### src/rtl/core/rsa_pkg.sv
// Shared types, constants and the label table of the recency slot allocator.
package rsa_pkg;

   localparam int NUM_SLOTS_DEF = 63;

   localparam int FUNC_W  = 3;
   localparam int LABEL_W = 8;
   localparam int RANK_W  = 6;
   localparam int SLOT_W  = 6;
   localparam int LBOUT_W = 6;
   localparam int COUNT_W = 6;

   typedef enum logic [FUNC_W-1:0] {
      FUNC_CREATE    = 3'd0,
      FUNC_FORGET    = 3'd1,
      FUNC_FETCH     = 3'd2,
      FUNC_READ_RANK = 3'd3,
      FUNC_CHECK     = 3'd4
   } func_type;

   typedef enum logic [3:0] {
      ST_IDLE,
      ST_DECODE,
      ST_SCAN,
      ST_GET_D,
      ST_SH_RD,
      ST_SH_WR,
      ST_FINISH,
      ST_RD_WAIT,
      ST_RESP
   } state_type;

   // controller -> datapath
   typedef struct packed {
      logic load_req;   // latch request fields and label lookup
      logic pick_free;  // take scan slot, read its rank
      logic scan_step;  // advance free-slot scan
      logic s2r_read;   // read rank of selected slot
      logic idx_load;   // shift index <= rank read back
      logic sh_read;    // read neighbor entry of the recency list
      logic sh_write;   // move neighbor one rank, step index
      logic finish;     // place slot at end rank, update flag and count
      logic rank_read;  // read recency list at requested rank
      logic rank_take;  // slot <= entry read at rank
      logic set_ok;     // mark success
      logic res_load;   // load output register
   } cmd_type;

   // datapath -> controller
   typedef struct packed {
      func_type func;
      logic     label_hit;
      logic     slot_active;
      logic     pool_full;
      logic     rank_hit;
      logic     scan_free;
      logic     d_at_end;
      logic     step_at_end;
   } sts_type;

   localparam logic [5:0] LABEL_ROM [64] = '{
      6'd58, 6'd10, 6'd15, 6'd1,  6'd27, 6'd52, 6'd14, 6'd3,
      6'd61, 6'd13, 6'd31, 6'd30, 6'd45, 6'd28, 6'd41, 6'd55,
      6'd33, 6'd20, 6'd62, 6'd34, 6'd42, 6'd18, 6'd57, 6'd47,
      6'd24, 6'd49, 6'd19, 6'd50, 6'd25, 6'd38, 6'd40, 6'd2,
      6'd21, 6'd39, 6'd59, 6'd22, 6'd60, 6'd4,  6'd6,  6'd16,
      6'd29, 6'd37, 6'd48, 6'd46, 6'd54, 6'd43, 6'd32, 6'd56,
      6'd51, 6'd7,  6'd9,  6'd63, 6'd5,  6'd8,  6'd36, 6'd44,
      6'd26, 6'd11, 6'd23, 6'd17, 6'd53, 6'd35, 6'd12, 6'd0
   };

   // {found, slot}: inverse lookup of the label table
   function automatic logic [6:0] find_label(logic [LABEL_W-1:0] label);
      logic [6:0] res;
      res = '0;
      for (int i = 0; i < 64; i++) begin
         if (label[7:6] == 2'b00 && LABEL_ROM[i] == label[5:0]) begin
            res = {1'b1, 6'(i)};
         end
      end
      return res;
   endfunction

endpackage

### src/rtl/core/rsa_req_if.sv
// Request channel: operation code, label and rank with valid/ready.
interface rsa_req_if;
   logic                        valid;
   logic                        ready;
   logic [rsa_pkg::FUNC_W-1:0]  func;
   logic [rsa_pkg::LABEL_W-1:0] label;
   logic [rsa_pkg::RANK_W-1:0]  rank;

   modport source (output valid, output func, output label, output rank, input ready);
   modport sink   (input valid, input func, input label, input rank, output ready);
endinterface

### src/rtl/core/rsa_rsp_if.sv
// Response channel: status, slot, label and counts with valid/ready.
interface rsa_rsp_if;
   logic                        valid;
   logic                        ready;
   logic                        ok;
   logic [rsa_pkg::SLOT_W-1:0]  slot_index;
   logic [rsa_pkg::LBOUT_W-1:0] label_out;
   logic [rsa_pkg::COUNT_W-1:0] active_count;
   logic [rsa_pkg::COUNT_W-1:0] free_count;

   modport source (output valid, output ok, output slot_index, output label_out,
                   output active_count, output free_count, input ready);
   modport sink   (input valid, input ok, input slot_index, input label_out,
                   input active_count, input free_count, output ready);
endinterface

### src/rtl/core/rsa_ctrl.sv
// Operation sequencer of the recency slot allocator.
module rsa_ctrl (
   input  logic             clock,
   input  logic             reset,
   input  logic             req_valid,
   output logic             req_ready,
   output logic             rsp_valid,
   input  logic             rsp_ready,
   input  rsa_pkg::sts_type sts,
   output rsa_pkg::cmd_type cmd
);

   rsa_pkg::state_type state_ff, state_in;
   logic               rsp_valid_ff, rsp_valid_in;
   logic               out_free;

   assign out_free = !rsp_valid_ff || rsp_ready;

   always_ff @(posedge clock) begin
      if (reset) begin
         state_ff     <= rsa_pkg::ST_IDLE;
         rsp_valid_ff <= 1'b0;
      end else begin
         state_ff     <= state_in;
         rsp_valid_ff <= rsp_valid_in;
      end
   end

   always_comb begin
      rsp_valid_in = rsp_valid_ff;
      if (cmd.res_load) begin
         rsp_valid_in = 1'b1;
      end else if (rsp_ready) begin
         rsp_valid_in = 1'b0;
      end
   end

   // next state
   always_comb begin
      state_in = state_ff;
      case (state_ff)
         rsa_pkg::ST_IDLE: begin
            if (req_valid) state_in = rsa_pkg::ST_DECODE;
         end
         rsa_pkg::ST_DECODE: begin
            case (sts.func)
               rsa_pkg::FUNC_CREATE:
                  state_in = sts.pool_full ? rsa_pkg::ST_RESP : rsa_pkg::ST_SCAN;
               rsa_pkg::FUNC_FORGET:
                  state_in = sts.slot_active ? rsa_pkg::ST_GET_D : rsa_pkg::ST_RESP;
               rsa_pkg::FUNC_READ_RANK:
                  state_in = sts.rank_hit ? rsa_pkg::ST_RD_WAIT : rsa_pkg::ST_RESP;
               default:
                  state_in = rsa_pkg::ST_RESP;
            endcase
         end
         rsa_pkg::ST_SCAN: begin
            if (sts.scan_free) state_in = rsa_pkg::ST_GET_D;
         end
         rsa_pkg::ST_GET_D: begin
            state_in = sts.d_at_end ? rsa_pkg::ST_FINISH : rsa_pkg::ST_SH_RD;
         end
         rsa_pkg::ST_SH_RD: begin
            state_in = rsa_pkg::ST_SH_WR;
         end
         rsa_pkg::ST_SH_WR: begin
            state_in = sts.step_at_end ? rsa_pkg::ST_FINISH : rsa_pkg::ST_SH_RD;
         end
         rsa_pkg::ST_FINISH: begin
            state_in = rsa_pkg::ST_RESP;
         end
         rsa_pkg::ST_RD_WAIT: begin
            state_in = rsa_pkg::ST_RESP;
         end
         rsa_pkg::ST_RESP: begin
            if (out_free) state_in = rsa_pkg::ST_IDLE;
         end
         default: begin
            state_in = rsa_pkg::ST_IDLE;
         end
      endcase
   end

   // outputs
   always_comb begin
      cmd       = '0;
      req_ready = 1'b0;
      case (state_ff)
         rsa_pkg::ST_IDLE: begin
            req_ready    = 1'b1;
            cmd.load_req = req_valid;
         end
         rsa_pkg::ST_DECODE: begin
            case (sts.func)
               rsa_pkg::FUNC_FORGET:    cmd.s2r_read  = sts.slot_active;
               rsa_pkg::FUNC_FETCH:     cmd.set_ok    = sts.slot_active;
               rsa_pkg::FUNC_READ_RANK: cmd.rank_read = sts.rank_hit;
               rsa_pkg::FUNC_CHECK:     cmd.set_ok    = sts.label_hit;
               default:                 cmd.set_ok    = 1'b0;
            endcase
         end
         rsa_pkg::ST_SCAN: begin
            cmd.pick_free = sts.scan_free;
            cmd.scan_step = !sts.scan_free;
         end
         rsa_pkg::ST_GET_D:   cmd.idx_load  = 1'b1;
         rsa_pkg::ST_SH_RD:   cmd.sh_read   = 1'b1;
         rsa_pkg::ST_SH_WR:   cmd.sh_write  = 1'b1;
         rsa_pkg::ST_FINISH:  cmd.finish    = 1'b1;
         rsa_pkg::ST_RD_WAIT: cmd.rank_take = 1'b1;
         rsa_pkg::ST_RESP:    cmd.res_load  = out_free;
         default:             cmd           = '0;
      endcase
   end

   assign rsp_valid = rsp_valid_ff;

endmodule

### src/rtl/core/rsa_datapath.sv
// Recency list, inverse rank table, active flags, count and output register.
module rsa_datapath #(
   parameter int NUM_SLOTS = rsa_pkg::NUM_SLOTS_DEF
) (
   input  logic                        clock,
   input  logic                        reset,
   input  rsa_pkg::cmd_type            cmd,
   output rsa_pkg::sts_type            sts,
   input  logic [rsa_pkg::FUNC_W-1:0]  req_func,
   input  logic [rsa_pkg::LABEL_W-1:0] req_label,
   input  logic [rsa_pkg::RANK_W-1:0]  req_rank,
   output logic                        rsp_ok,
   output logic [rsa_pkg::SLOT_W-1:0]  rsp_slot_index,
   output logic [rsa_pkg::LBOUT_W-1:0] rsp_label_out,
   output logic [rsa_pkg::COUNT_W-1:0] rsp_active_count,
   output logic [rsa_pkg::COUNT_W-1:0] rsp_free_count
);

   localparam int SW = (NUM_SLOTS > 1) ? $clog2(NUM_SLOTS) : 1;
   localparam int CW = $clog2(NUM_SLOTS + 1);

   // request and working registers
   rsa_pkg::func_type         func_ff;
   logic [rsa_pkg::RANK_W-1:0] rank_ff;
   logic                      hit_ff;
   logic [SW-1:0]             slot_ff, slot_in;
   logic                      ok_ff, ok_in;
   logic                      lab_ff, lab_in;
   logic [SW-1:0]             scan_ff, idx_ff;
   logic [CW-1:0]             total_ff;
   logic [NUM_SLOTS-1:0]      active_ff;

   // recency list and its inverse; entry not yet written reads as its index
   logic [SW-1:0]        r2s_mem [NUM_SLOTS];
   logic [SW-1:0]        s2r_mem [NUM_SLOTS];
   logic [NUM_SLOTS-1:0] r2s_vld_ff, s2r_vld_ff;
   logic [SW-1:0]        r2s_q_ff, r2s_a_ff, s2r_q_ff, s2r_a_ff;
   logic                 r2s_v_ff, s2r_v_ff;
   logic [SW-1:0]        r2s_out, s2r_out;

   logic                 r2s_re, s2r_re, r2s_we, s2r_we;
   logic [SW-1:0]        r2s_ra, s2r_ra, r2s_wa, s2r_wa, r2s_wd, s2r_wd;

   logic [6:0]           find;
   logic                 is_create;
   logic [SW-1:0]        end_pos, idx_step;

   assign find      = rsa_pkg::find_label(req_label);
   assign is_create = (func_ff == rsa_pkg::FUNC_CREATE);
   assign end_pos   = is_create ? '0 : SW'(total_ff - 1'b1);
   assign idx_step  = is_create ? idx_ff - 1'b1 : idx_ff + 1'b1;
   assign r2s_out   = r2s_v_ff ? r2s_q_ff : r2s_a_ff;
   assign s2r_out   = s2r_v_ff ? s2r_q_ff : s2r_a_ff;

   // memory port control
   assign r2s_re = cmd.sh_read || cmd.rank_read;
   assign r2s_ra = cmd.sh_read ? idx_step : SW'(rank_ff);
   assign s2r_re = cmd.s2r_read || cmd.pick_free;
   assign s2r_ra = cmd.pick_free ? scan_ff : slot_ff;
   assign r2s_we = cmd.sh_write || cmd.finish;
   assign r2s_wa = cmd.finish ? end_pos : idx_ff;
   assign r2s_wd = cmd.finish ? slot_ff : r2s_out;
   assign s2r_we = cmd.sh_write || cmd.finish;
   assign s2r_wa = cmd.finish ? slot_ff : r2s_out;
   assign s2r_wd = cmd.finish ? end_pos : idx_ff;

   always_ff @(posedge clock) begin
      if (r2s_we) r2s_mem[r2s_wa] <= r2s_wd;
      if (r2s_re) begin
         r2s_q_ff <= r2s_mem[r2s_ra];
         r2s_v_ff <= r2s_vld_ff[r2s_ra];
         r2s_a_ff <= r2s_ra;
      end
      if (s2r_we) s2r_mem[s2r_wa] <= s2r_wd;
      if (s2r_re) begin
         s2r_q_ff <= s2r_mem[s2r_ra];
         s2r_v_ff <= s2r_vld_ff[s2r_ra];
         s2r_a_ff <= s2r_ra;
      end
   end

   // control state: flags, count, valid bits
   always_ff @(posedge clock) begin
      if (reset) begin
         total_ff   <= '0;
         active_ff  <= '0;
         r2s_vld_ff <= '0;
         s2r_vld_ff <= '0;
      end else begin
         if (r2s_we) r2s_vld_ff[r2s_wa] <= 1'b1;
         if (s2r_we) s2r_vld_ff[s2r_wa] <= 1'b1;
         if (cmd.finish) begin
            active_ff[slot_ff] <= is_create;
            total_ff           <= is_create ? total_ff + 1'b1 : total_ff - 1'b1;
         end
      end
   end

   always_comb begin
      slot_in = slot_ff;
      ok_in   = ok_ff;
      lab_in  = lab_ff;
      if (cmd.load_req) begin
         slot_in = SW'(find[5:0]);
         ok_in   = 1'b0;
         lab_in  = 1'b0;
      end
      if (cmd.pick_free) slot_in = scan_ff;
      if (cmd.rank_take) begin
         slot_in = r2s_out;
         ok_in   = 1'b1;
         lab_in  = 1'b1;
      end
      if (cmd.set_ok) ok_in = 1'b1;
      if (cmd.finish) begin
         ok_in  = 1'b1;
         lab_in = is_create;
      end
   end

   // working registers
   always_ff @(posedge clock) begin
      slot_ff <= slot_in;
      ok_ff   <= ok_in;
      lab_ff  <= lab_in;
      if (cmd.load_req) begin
         func_ff <= rsa_pkg::func_type'(req_func);
         rank_ff <= req_rank;
         hit_ff  <= find[6] && (req_label != '0)
                    && ({1'b0, find[5:0]} < 7'(NUM_SLOTS));
         scan_ff <= '0;
      end else if (cmd.scan_step) begin
         scan_ff <= scan_ff + 1'b1;
      end
      if (cmd.idx_load) begin
         idx_ff <= s2r_out;
      end else if (cmd.sh_write) begin
         idx_ff <= idx_step;
      end
   end

   // output register
   always_ff @(posedge clock) begin
      if (cmd.res_load) begin
         rsp_ok           <= ok_ff;
         rsp_slot_index   <= ok_ff ? rsa_pkg::SLOT_W'(slot_ff) : '0;
         rsp_label_out    <= (ok_ff && lab_ff) ? rsa_pkg::LABEL_ROM[6'(slot_ff)] : '0;
         rsp_active_count <= rsa_pkg::COUNT_W'(total_ff);
         rsp_free_count   <= rsa_pkg::COUNT_W'(CW'(NUM_SLOTS) - total_ff);
      end
   end

   always_comb begin
      sts.func        = func_ff;
      sts.label_hit   = hit_ff;
      sts.slot_active = hit_ff && active_ff[slot_ff];
      sts.pool_full   = (total_ff == CW'(NUM_SLOTS));
      sts.rank_hit    = (7'(rank_ff) < 7'(total_ff));
      sts.scan_free   = !active_ff[scan_ff];
      sts.d_at_end    = (s2r_out == end_pos);
      sts.step_at_end = (idx_step == end_pos);
   end

endmodule

### src/rtl/core/recency_slot_allocator_core.sv
// Recency slot allocator: move-to-front pool of labeled slots.
//
// Usage: one request transfer on req_ch (func, label, rank) yields exactly one
// response transfer on rsp_ch (ok, slot_index, label_out, active/free counts).
// Requests are handled one at a time; req_ch.ready is high only while the
// sequencer is idle. A finished response sits in an output register, so the
// next request is taken while the receiver stalls; a second finished
// response then waits in the sequencer until the register empties.
// Steps from request transfer to response valid:
//   fetch, check, failed ops: decode, then respond; read rank: decode, a registered read at the rank, then respond
//   forget: d = slot's rank, n = active count - 1; the entries at ranks
//     d+1..n close up by one rank, then the slot goes to rank n
//   create: a linear free scan takes the lowest free slot, d = its old rank;
//     the entries at ranks 0..d-1 slide back by one rank, then the slot goes to rank 0
// Each moved entry of the list shift takes one registered read of the
// recency list, then one write to each of the two tables.
// Reset (synchronous, active high) empties the pool: no slot active, count
// zero, both tables read as identity through per-entry valid bits. No
// clearing pass is needed, the block is ready the cycle after reset.
module recency_slot_allocator_core #(
   parameter int NUM_SLOTS = rsa_pkg::NUM_SLOTS_DEF
) (
   input  logic      clock,
   input  logic      reset,
   rsa_req_if.sink   req_ch,
   rsa_rsp_if.source rsp_ch
);

   rsa_pkg::cmd_type cmd;
   rsa_pkg::sts_type sts;

   // sequencer: handshakes and step order
   rsa_ctrl u_ctrl (
      .clock     (clock),
      .reset     (reset),
      .req_valid (req_ch.valid),
      .req_ready (req_ch.ready),
      .rsp_valid (rsp_ch.valid),
      .rsp_ready (rsp_ch.ready),
      .sts       (sts),
      .cmd       (cmd)
   );

   // tables, flags, count and response payload
   rsa_datapath #(
      .NUM_SLOTS (NUM_SLOTS)
   ) u_datapath (
      .clock            (clock),
      .reset            (reset),
      .cmd              (cmd),
      .sts              (sts),
      .req_func         (req_ch.func),
      .req_label        (req_ch.label),
      .req_rank         (req_ch.rank),
      .rsp_ok           (rsp_ch.ok),
      .rsp_slot_index   (rsp_ch.slot_index),
      .rsp_label_out    (rsp_ch.label_out),
      .rsp_active_count (rsp_ch.active_count),
      .rsp_free_count   (rsp_ch.free_count)
   );

endmodule

### src/flat_wrapper.sv
// flat-port wrapper written by rule: the top's interface ports become plain ports
module recency_slot_allocator_core_flat 
#(
   parameter int NUM_SLOTS = rsa_pkg::NUM_SLOTS_DEF
)
  (clock, reset, req_ch_valid, req_ch_func, req_ch_label, req_ch_rank, req_ch_ready, rsp_ch_valid, rsp_ch_ok, rsp_ch_slot_index, rsp_ch_label_out, rsp_ch_active_count, rsp_ch_free_count, rsp_ch_ready);
  rsa_req_if req_ch_i ();
  rsa_rsp_if rsp_ch_i ();
  input  logic clock;
  input  logic reset;
  input wire logic [$bits(req_ch_i.valid)-1:0] req_ch_valid;
  input wire logic [$bits(req_ch_i.func)-1:0] req_ch_func;
  input wire logic [$bits(req_ch_i.label)-1:0] req_ch_label;
  input wire logic [$bits(req_ch_i.rank)-1:0] req_ch_rank;
  output wire logic [$bits(req_ch_i.ready)-1:0] req_ch_ready;
  output wire logic [$bits(rsp_ch_i.valid)-1:0] rsp_ch_valid;
  output wire logic [$bits(rsp_ch_i.ok)-1:0] rsp_ch_ok;
  output wire logic [$bits(rsp_ch_i.slot_index)-1:0] rsp_ch_slot_index;
  output wire logic [$bits(rsp_ch_i.label_out)-1:0] rsp_ch_label_out;
  output wire logic [$bits(rsp_ch_i.active_count)-1:0] rsp_ch_active_count;
  output wire logic [$bits(rsp_ch_i.free_count)-1:0] rsp_ch_free_count;
  input wire logic [$bits(rsp_ch_i.ready)-1:0] rsp_ch_ready;
  assign req_ch_i.valid = req_ch_valid;
  assign req_ch_i.func = req_ch_func;
  assign req_ch_i.label = req_ch_label;
  assign req_ch_i.rank = req_ch_rank;
  assign req_ch_ready = req_ch_i.ready;
  assign rsp_ch_valid = rsp_ch_i.valid;
  assign rsp_ch_ok = rsp_ch_i.ok;
  assign rsp_ch_slot_index = rsp_ch_i.slot_index;
  assign rsp_ch_label_out = rsp_ch_i.label_out;
  assign rsp_ch_active_count = rsp_ch_i.active_count;
  assign rsp_ch_free_count = rsp_ch_i.free_count;
  assign rsp_ch_i.ready = rsp_ch_ready;
  recency_slot_allocator_core #(.NUM_SLOTS(NUM_SLOTS)) u_core (.clock(clock), .reset(reset), .req_ch(req_ch_i), .rsp_ch(rsp_ch_i));
endmodule
### config.mk
export PLATFORM = sky130hd
export DESIGN_NAME = recency_slot_allocator_core_flat
export DESIGN_NICKNAME = d
export VERILOG_FILES = /design/src/rtl/core/rsa_pkg.sv /design/src/rtl/core/rsa_req_if.sv /design/src/rtl/core/rsa_rsp_if.sv /design/src/rtl/core/rsa_ctrl.sv /design/src/rtl/core/rsa_datapath.sv /design/src/rtl/core/recency_slot_allocator_core.sv /design/src/flat_wrapper.sv
export SDC_FILE = /design/constraint.sdc
export NUM_CORES = 2
export LEC_CHECK = 0
export CAP_MARGIN = 10
export CELL_PAD_IN_SITES_DETAIL_PLACEMENT = 1
export CELL_PAD_IN_SITES_GLOBAL_PLACEMENT = 2
export CORE_MARGIN = 1.5
export CORE_UTILIZATION = 44
export DETAILED_ROUTE_END_ITERATION = 10
export DONT_BUFFER_PORTS = 1
export GPL_TIMING_DRIVEN = 0
export PLACE_DENSITY = 0.84
export SLEW_MARGIN = 20
export SYNTH_ARGS = -nofsm -noshare
export SYNTH_HDL_FRONTEND = slang
export SYNTH_HIERARCHICAL = 1
export SYNTH_SLANG_ARGS = --single-unit
### constraint.sdc
create_clock -name clock -period 6 [get_ports clock]
set_input_delay 1.2 -clock clock [delete_from_list [all_inputs] [get_ports clock]]
set_output_delay 1.2 -clock clock [all_outputs]
set_load 0.01 [all_outputs]
Word level (Yosys, flattened, before mapping)
Memory sizes are Yosys's and may differ from the RTL's. A register that Yosys moved wholly into a read port is not among the register bits.
Cells that the tools add are included.
{"block": "totals", "elab_cells": 341, "memories": 3, "out_inout_bits": 27, "rom_bits": 384, "latchBits": 0, "input_bits": 21, "regBits": 263, "mem_bits_rw": 756}
{"name": "(no name shown)", "depth": 64, "word_bits": 6, "read_ports": 1, "rd_clocked_by_memory_dff": 1, "wr": 0, "line_no": "rsa_datapath.sv:147", "text": "rsp_label_out <= (ok_ff && lab_ff) ? rsa_pkg::LABEL_ROM[6'(slot_ff)] : '0;"}
{"name": "u_core.u_datapath.r2s_mem", "depth": 63, "word_bits": 6, "read_ports": 1, "rd_clocked_by_memory_dff": 1, "wr": 1, "line_no": "rsa_datapath.sv:34", "text": "logic [SW-1:0] r2s_mem [NUM_SLOTS];"}
{"name": "u_core.u_datapath.s2r_mem", "depth": 63, "word_bits": 6, "read_ports": 1, "rd_clocked_by_memory_dff": 1, "wr": 1, "line_no": "rsa_datapath.sv:35", "text": "logic [SW-1:0] s2r_mem [NUM_SLOTS];"}
{"block": "op_classes", "div_mod_pow": 0, "shifts": 0, "muxes": 125, "order_cmp": 11, "n_addsub": 6, "n_eq_ne": 81, "n_mul": 0, "n_reduce_logical": 90, "bitwise_logic": 3}
{"operator": "2-to-1 mux 7 bit", "count": 64}
{"operator": "== test 6 bit, first input constant", "count": 32}
{"operator": "OR 63 bit", "count": 2}
{"operator": "== test 5 x 6 -> 1 bit, first input constant", "count": 16}
{"operator": "2-to-1 mux 6 bit", "count": 14}
{"operator": "logical AND 1 bit", "count": 71}
{"operator": "bitwise mux 63 bit", "count": 1}
{"operator": "== test 4 x 6 -> 1 bit, first input constant", "count": 8}
{"operator": "< comparator 6 x 7 -> 1 bit, second input constant", "count": 6}
{"operator": "case mux 4 bit (8 select lines)", "count": 1}
{"operator": "2-to-1 mux 1 bit", "count": 27}
{"operator": "binary-select mux 1 bit (select 6 bit)", "count": 4}
{"operator": "== test 3 x 6 -> 1 bit, first input constant", "count": 4}
{"operator": "2-to-1 mux 4 bit", "count": 6}
{"operator": "adder 6 x 1 -> 6 bit, second input constant", "count": 3}
{"operator": "demux 1 bit (select 6 bit)", "count": 3}
{"operator": ">= comparator 6 x 1 -> 1 bit, second input constant", "count": 3}
{"operator": "== test 4 x 3 -> 1 bit, second input constant", "count": 4}
{"operator": "== test 2 x 6 -> 1 bit, first input constant", "count": 2}
{"operator": "== test 6 bit", "count": 2}
{"operator": "case mux 4 bit (3 select lines)", "count": 1}
{"operator": "subtractor 6 x 1 -> 6 bit, second input constant", "count": 2}
{"operator": "== test 4 x 2 -> 1 bit, second input constant", "count": 2}
{"operator": "nonzero test 8 bit", "count": 1}
{"operator": "other kinds (25)", "count": 37}

Longest topological paths before layout
{"block": "depth", "depth_word": 69, "depth_mapped": 19, "mapped_depth_nobuf": 15}

Hierarchy
The synthesis kept the hierarchy.
{"mod": "rsa_datapath", "instances": 1, "area_per_inst_um2": 44694.1, "cells_per_inst": 4001, "seq_area_each_um2": 28967.8}
{"mod": "rsa_ctrl", "instances": 1, "area_per_inst_um2": 479.2, "cells_per_inst": 60, "seq_area_each_um2": 100.1}

Worst setup path after synthesis
No wires, ideal clock.
{"block": "synth_timing", "path_kind": "flip-flop to flip-flop", "start": "reg u_core.u_ctrl.state_ff[0]", "end": "mem u_core/u_datapath/s2r_mem[42][0] in the netlist's numbering, enable pin", "slack_ns": 1.617, "period_less_slack_ns": 4.383, "required_ns": 5.641, "setup_ns": 0.359, "path_stages_with_launch": 9, "arrival_ns": 4.023, "path_buffers": 2, "cell_sequence": "dfxtp_1 > buf_1 > nor3_1 > buf_1 > nor2_1 > a21oi_1 > and2_1 > nand2_1 > nor2_1"}
{"element": "start: declaration", "line_no": "rsa_ctrl.sv:13", "text": "rsa_pkg::state_type state_ff, state_in;"}
{"element": "start signal: assignment", "line_no": "rsa_ctrl.sv:21", "text": "state_ff <= rsa_pkg::ST_IDLE;"}
{"element": "start signal: assignment", "line_no": "rsa_ctrl.sv:24", "text": "state_ff <= state_in;"}
{"element": "end: declaration", "line_no": "rsa_datapath.sv:35"}

==> metrics.md <==
| Metric | Value |
|---|---|
| Net switching power | approximately 4.4 mW |
| Final hold viol count | 0 |
| Initial core utilization | about 44% |
| RR Startpoint | u_core/u_datapath/scan_ff[1] |
| Layout Nets | about 4.2k |
| Clock Power Share | 42.3% |
| Clk Latency, worst-skew pair | just over 700 ps |
| Unrepaired setup endpoints after global routing | no |
| Area growth from synthesis to layout | 13.4% |
| Ys async rst share | 0% |
| Avg Cell Area, Syn | 11.1 um^2 |
| DRC errors left | 0 |
| Final worst-path cycle share | 97.0% |
| Die width | ~320 um |
| Worst hold path class | flip-flop to flip-flop |
| Clock Root Buffer | clkbuf_16 |
| Critical path class | flip-flop to flip-flop |
| Synth area leader | edfxtp_1 |
| Setup-failing EPs final | 0 |
| Register area | between 20000 and 30000 um^2 |
| Row count | ~120 |
| Die area | ~100000 um^2 |
| Cells after Synth | ~4.1k |
| Port-buffer cells | 0 |
| Vias in the first global route | 34.6k |
| PwrDens | between 300 and 400 nW/um^2 |
| CP required | around 6400 ps |
| Total nets after synthesis | approximately 4k |
| Crit path DAT | roughly 6200 ps |
| Clock slew at reported path FFs | around 60 ps |
| Gate power share | a little under an eighth |
| CP startpoint | u_core/u_datapath/scan_ff[1] |
| Switching Share | approximately a quarter |
| P_int | between 10 and 15 mW |
| Main synth FF type | edfxtp_1 |
| CTS tree | built |
| Top cell type's share of synthesized area | 55.2% |
| FMAX | between 0.15 and 0.2 GHz |
| Clk_skew | 44.1 ps |
| Total CTS buffers | 108 |
| Antenna viol nets, final | 0 |
| Sequential cell fraction of total power | about 46% |
| Synthesis warning total | 6 |
| Peak supply drop | around 0.00028 V |
| Synth area leaders | edfxtp_1 (55%), dfxtp_1 (9.2%), nand2_1 (7.2%) |
| Post-synthesis sequential area ratio | roughly 64% |
| Iter 0 DRT Violations | 3865 |
| Share of cells above drive strength 1 | 9.88% |
| Leak | around 17 nW |
| Gr ovfl total | 0 |
| CTS Hold Buffers Added | 0 |
| Setup ws final | ~180 ps |
| DR vias | approximately 34k |
| Netlist cell types | just under 90 |
| Critical path endpoint category | flip-flop |
| Post-CTS setup buffers | 0 |
| Fin. max-slew vios | 0 |
| Largest net degree at the start of global routing | between 60 and 70 |
| Worst Min Path Start | u_core/u_datapath/total_ff[2] |
| Half-perimeter wire length after placement | 105 mm |
| Core Footprint | between 100000 and 150000 um^2 |
| Die H | 323 um |
| First-pass GRT wire length | 226 mm |
| Run status | complete, no violations |
| Crit-path max FO | 10 |
| Maximum clock path buffer count | 3 |
| Yosys reg bits | 1037 |
| DR pass1 iterations | 5 |
| DR WL/cell | about 27 um |
| Tmin final | slightly below 6000 ps |
| Slew margin rel. | between 20% and 30% |
| Total GRT Usage | 29.3% |
| Most frequent cells in the layout | nand2_1 (867), edfxtp_1 (830), nor2_1 (434) |
| Worst Tran Pin Value | 1180 ps |
| H-tree Lvls | 3 |
| CTS sink cnt | just over 1k |
| Commonest non-fill, non-tap cell in the layout | nand2_1 |
| Cell area after synthesis | roughly 45000 um^2 |
| Worst setup SP type | flip-flop |
| Post-synth EDFFs | 830 |
| FILL cells | roughly 11k |
| Multi-input logic area | 14900 um^2 |
| Ports | 48 |
| Max-cap violations | 0 |
| Total routed wirelength | ~150 mm |
| Initial antenna violation count | 0 |
| Gpl congestion | 0.905 |
| Via density | between 6 and 7 |
| Pre-CTS WS | -253 ps |
| Setup_tns | 0 ps |
==> worst max-delay path, cell delays in order, from the launching register on <==
cell and delay [ps]:
dfxtp_1 550, buf_2 410, mux4_2 390, mux4_2 550, mux4_2 480, inv_1 110
nor4b_1 260, buf_4 240, buf_2 250, a21o_1 200, buf_1 520, clkbuf_1 610
nand3_1 180, o2111ai_1 170, nand3_1 220, a21oi_1 240, a311oi_1 110
==> per-layer routing <==
| layer | part of all wire (%) | up-vias | GRT usage, % | routed length, um |
|---|---|---|---|---|
| met2 | 47 | 1398 | 47.5 | 72600 |
| li1 | - | 15087 | - | - |
| met5 | 0 | - | 0 | 0 |
| met1 | 43 | 17564 | 40.5 | 65800 |
| met4 | 3.4 | 0 | 10.5 | 5210 |
| met3 | 6.8 | 294 | 3.68 | 10500 |
==> final timing paths <==
check	endpoint	slack [ps]	cells past startpoint
hold reg to reg	u_core/u_datapath/rsp_active_count[2]	450	0
setup / recovery	u_core/u_datapath/s2r_q_ff[3]	180	16
hold / removal	u_core/u_datapath/rsp_active_count[2]	450	0
setup reg to reg	u_core/u_datapath/s2r_q_ff[3]	180	16
==> flip-flops by register name (all words and copies together) (netlist names), 63 cells and up <==
signal,count
u_core/u_datapath/s2r_vld_ff,63
u_core/u_datapath/r2s_mem,378
u_core/u_datapath/active_ff,63
u_core/u_datapath/r2s_vld_ff,63
u_core/u_datapath/s2r_mem,378
==> area by class of cell <==
type | count | share of cell area [%]
Antenna cell | 2 | 0.00977
Buffer | 260 | 2.31
Clock buffer | 148 | 5.99
Clock inverter | 56 | 1.49
Inverter | 43 | 0.366
Multi-Input combinational cell | 2720 | 29.0
Sequential cell | 1037 | 56.7
Tap cell | 1368 | 3.34
Timing Repair Buffer | 16 | 0.772
==> logic make-up after synthesis <==
logic type | count (synthesis) | share of synthesized area (%)
AND/OR/NAND/NOR | 1877 | 17.9
adder cells (fa/ha/maj) | 21 | 0.598
buffers and inverters | 304 | 2.94
AO/OA/AOI/OAI | 673 | 9.39
XOR/XNOR | 28 | 0.560
multiplexers | 121 | 4.30
flip-flops | 1037 | 64.3
==> stage by stage <==
| step | total power, mW | hold slack (ps) | cell area [um^2] | util [%] | instances |
|---|---|---|---|---|---|
| finish | 17.0 | 447 | 51200 | 50.4 | 5650 |
| global route | 17.5 | 464 | 51200 | 50.4 | 5648 |
| CTS | 17.1 | 450 | 51200 | 50.3 | 5648 |
| detailed placement | 9.93 | 436 | 47400 | 46.5 | 5445 |
| global placement | 9.88 | 434 | 46900 | 46.1 | 5429 |
| floorplan | 9.09 | 403 | 45200 | - | 4061 |
==> Yosys cell counts, drive strengths merged (7+ instances only) <==
library cell / number
a211oi: 31
a21oi: 215
a22oi: 8
a311oi: 9
a31oi: 94
a32oi: 29
and2: 12
and3: 72
buf: 125
clkbuf: 136
dfxtp: 207
edfxtp: 830
ha: 20
inv: 41
mux2: 11
mux2i: 55
mux4: 55
nand2: 867
nand2b: 23
nand3: 355
nand3b: 7
nand4: 11
nor2: 443
nor2b: 19
nor3: 30
nor4: 8
o2111ai: 30
o211ai: 17
o21ai: 120
o221ai: 25
o22ai: 35
or2: 8
or3: 8
xnor2: 21
xor2: 7
==> what timing repair did <==
item,4_1_cts,5_1_grt
gates resized for setup,5,23
endpoints found under the setup margin,12,7
pin swaps,0,0
==> power groups by stage <==
| stage | clock network (mW) | logic, mW | registers [mW] |
|---|---|---|---|
| 6_report | 7.20 | 2.04 | 7.78 |
| 4_1_cts | 7.32 | 2.01 | 7.78 |
| 5_1_grt | 7.53 | 2.16 | 7.78 |
| 3_3_place_gp | 0 | 1.95 | 7.94 |
| 3_5_place_dp | 0 | 1.99 | 7.93 |
| 2_1_floorplan | 0 | 1.18 | 7.91 |
(Power assumes the default switching activity.)
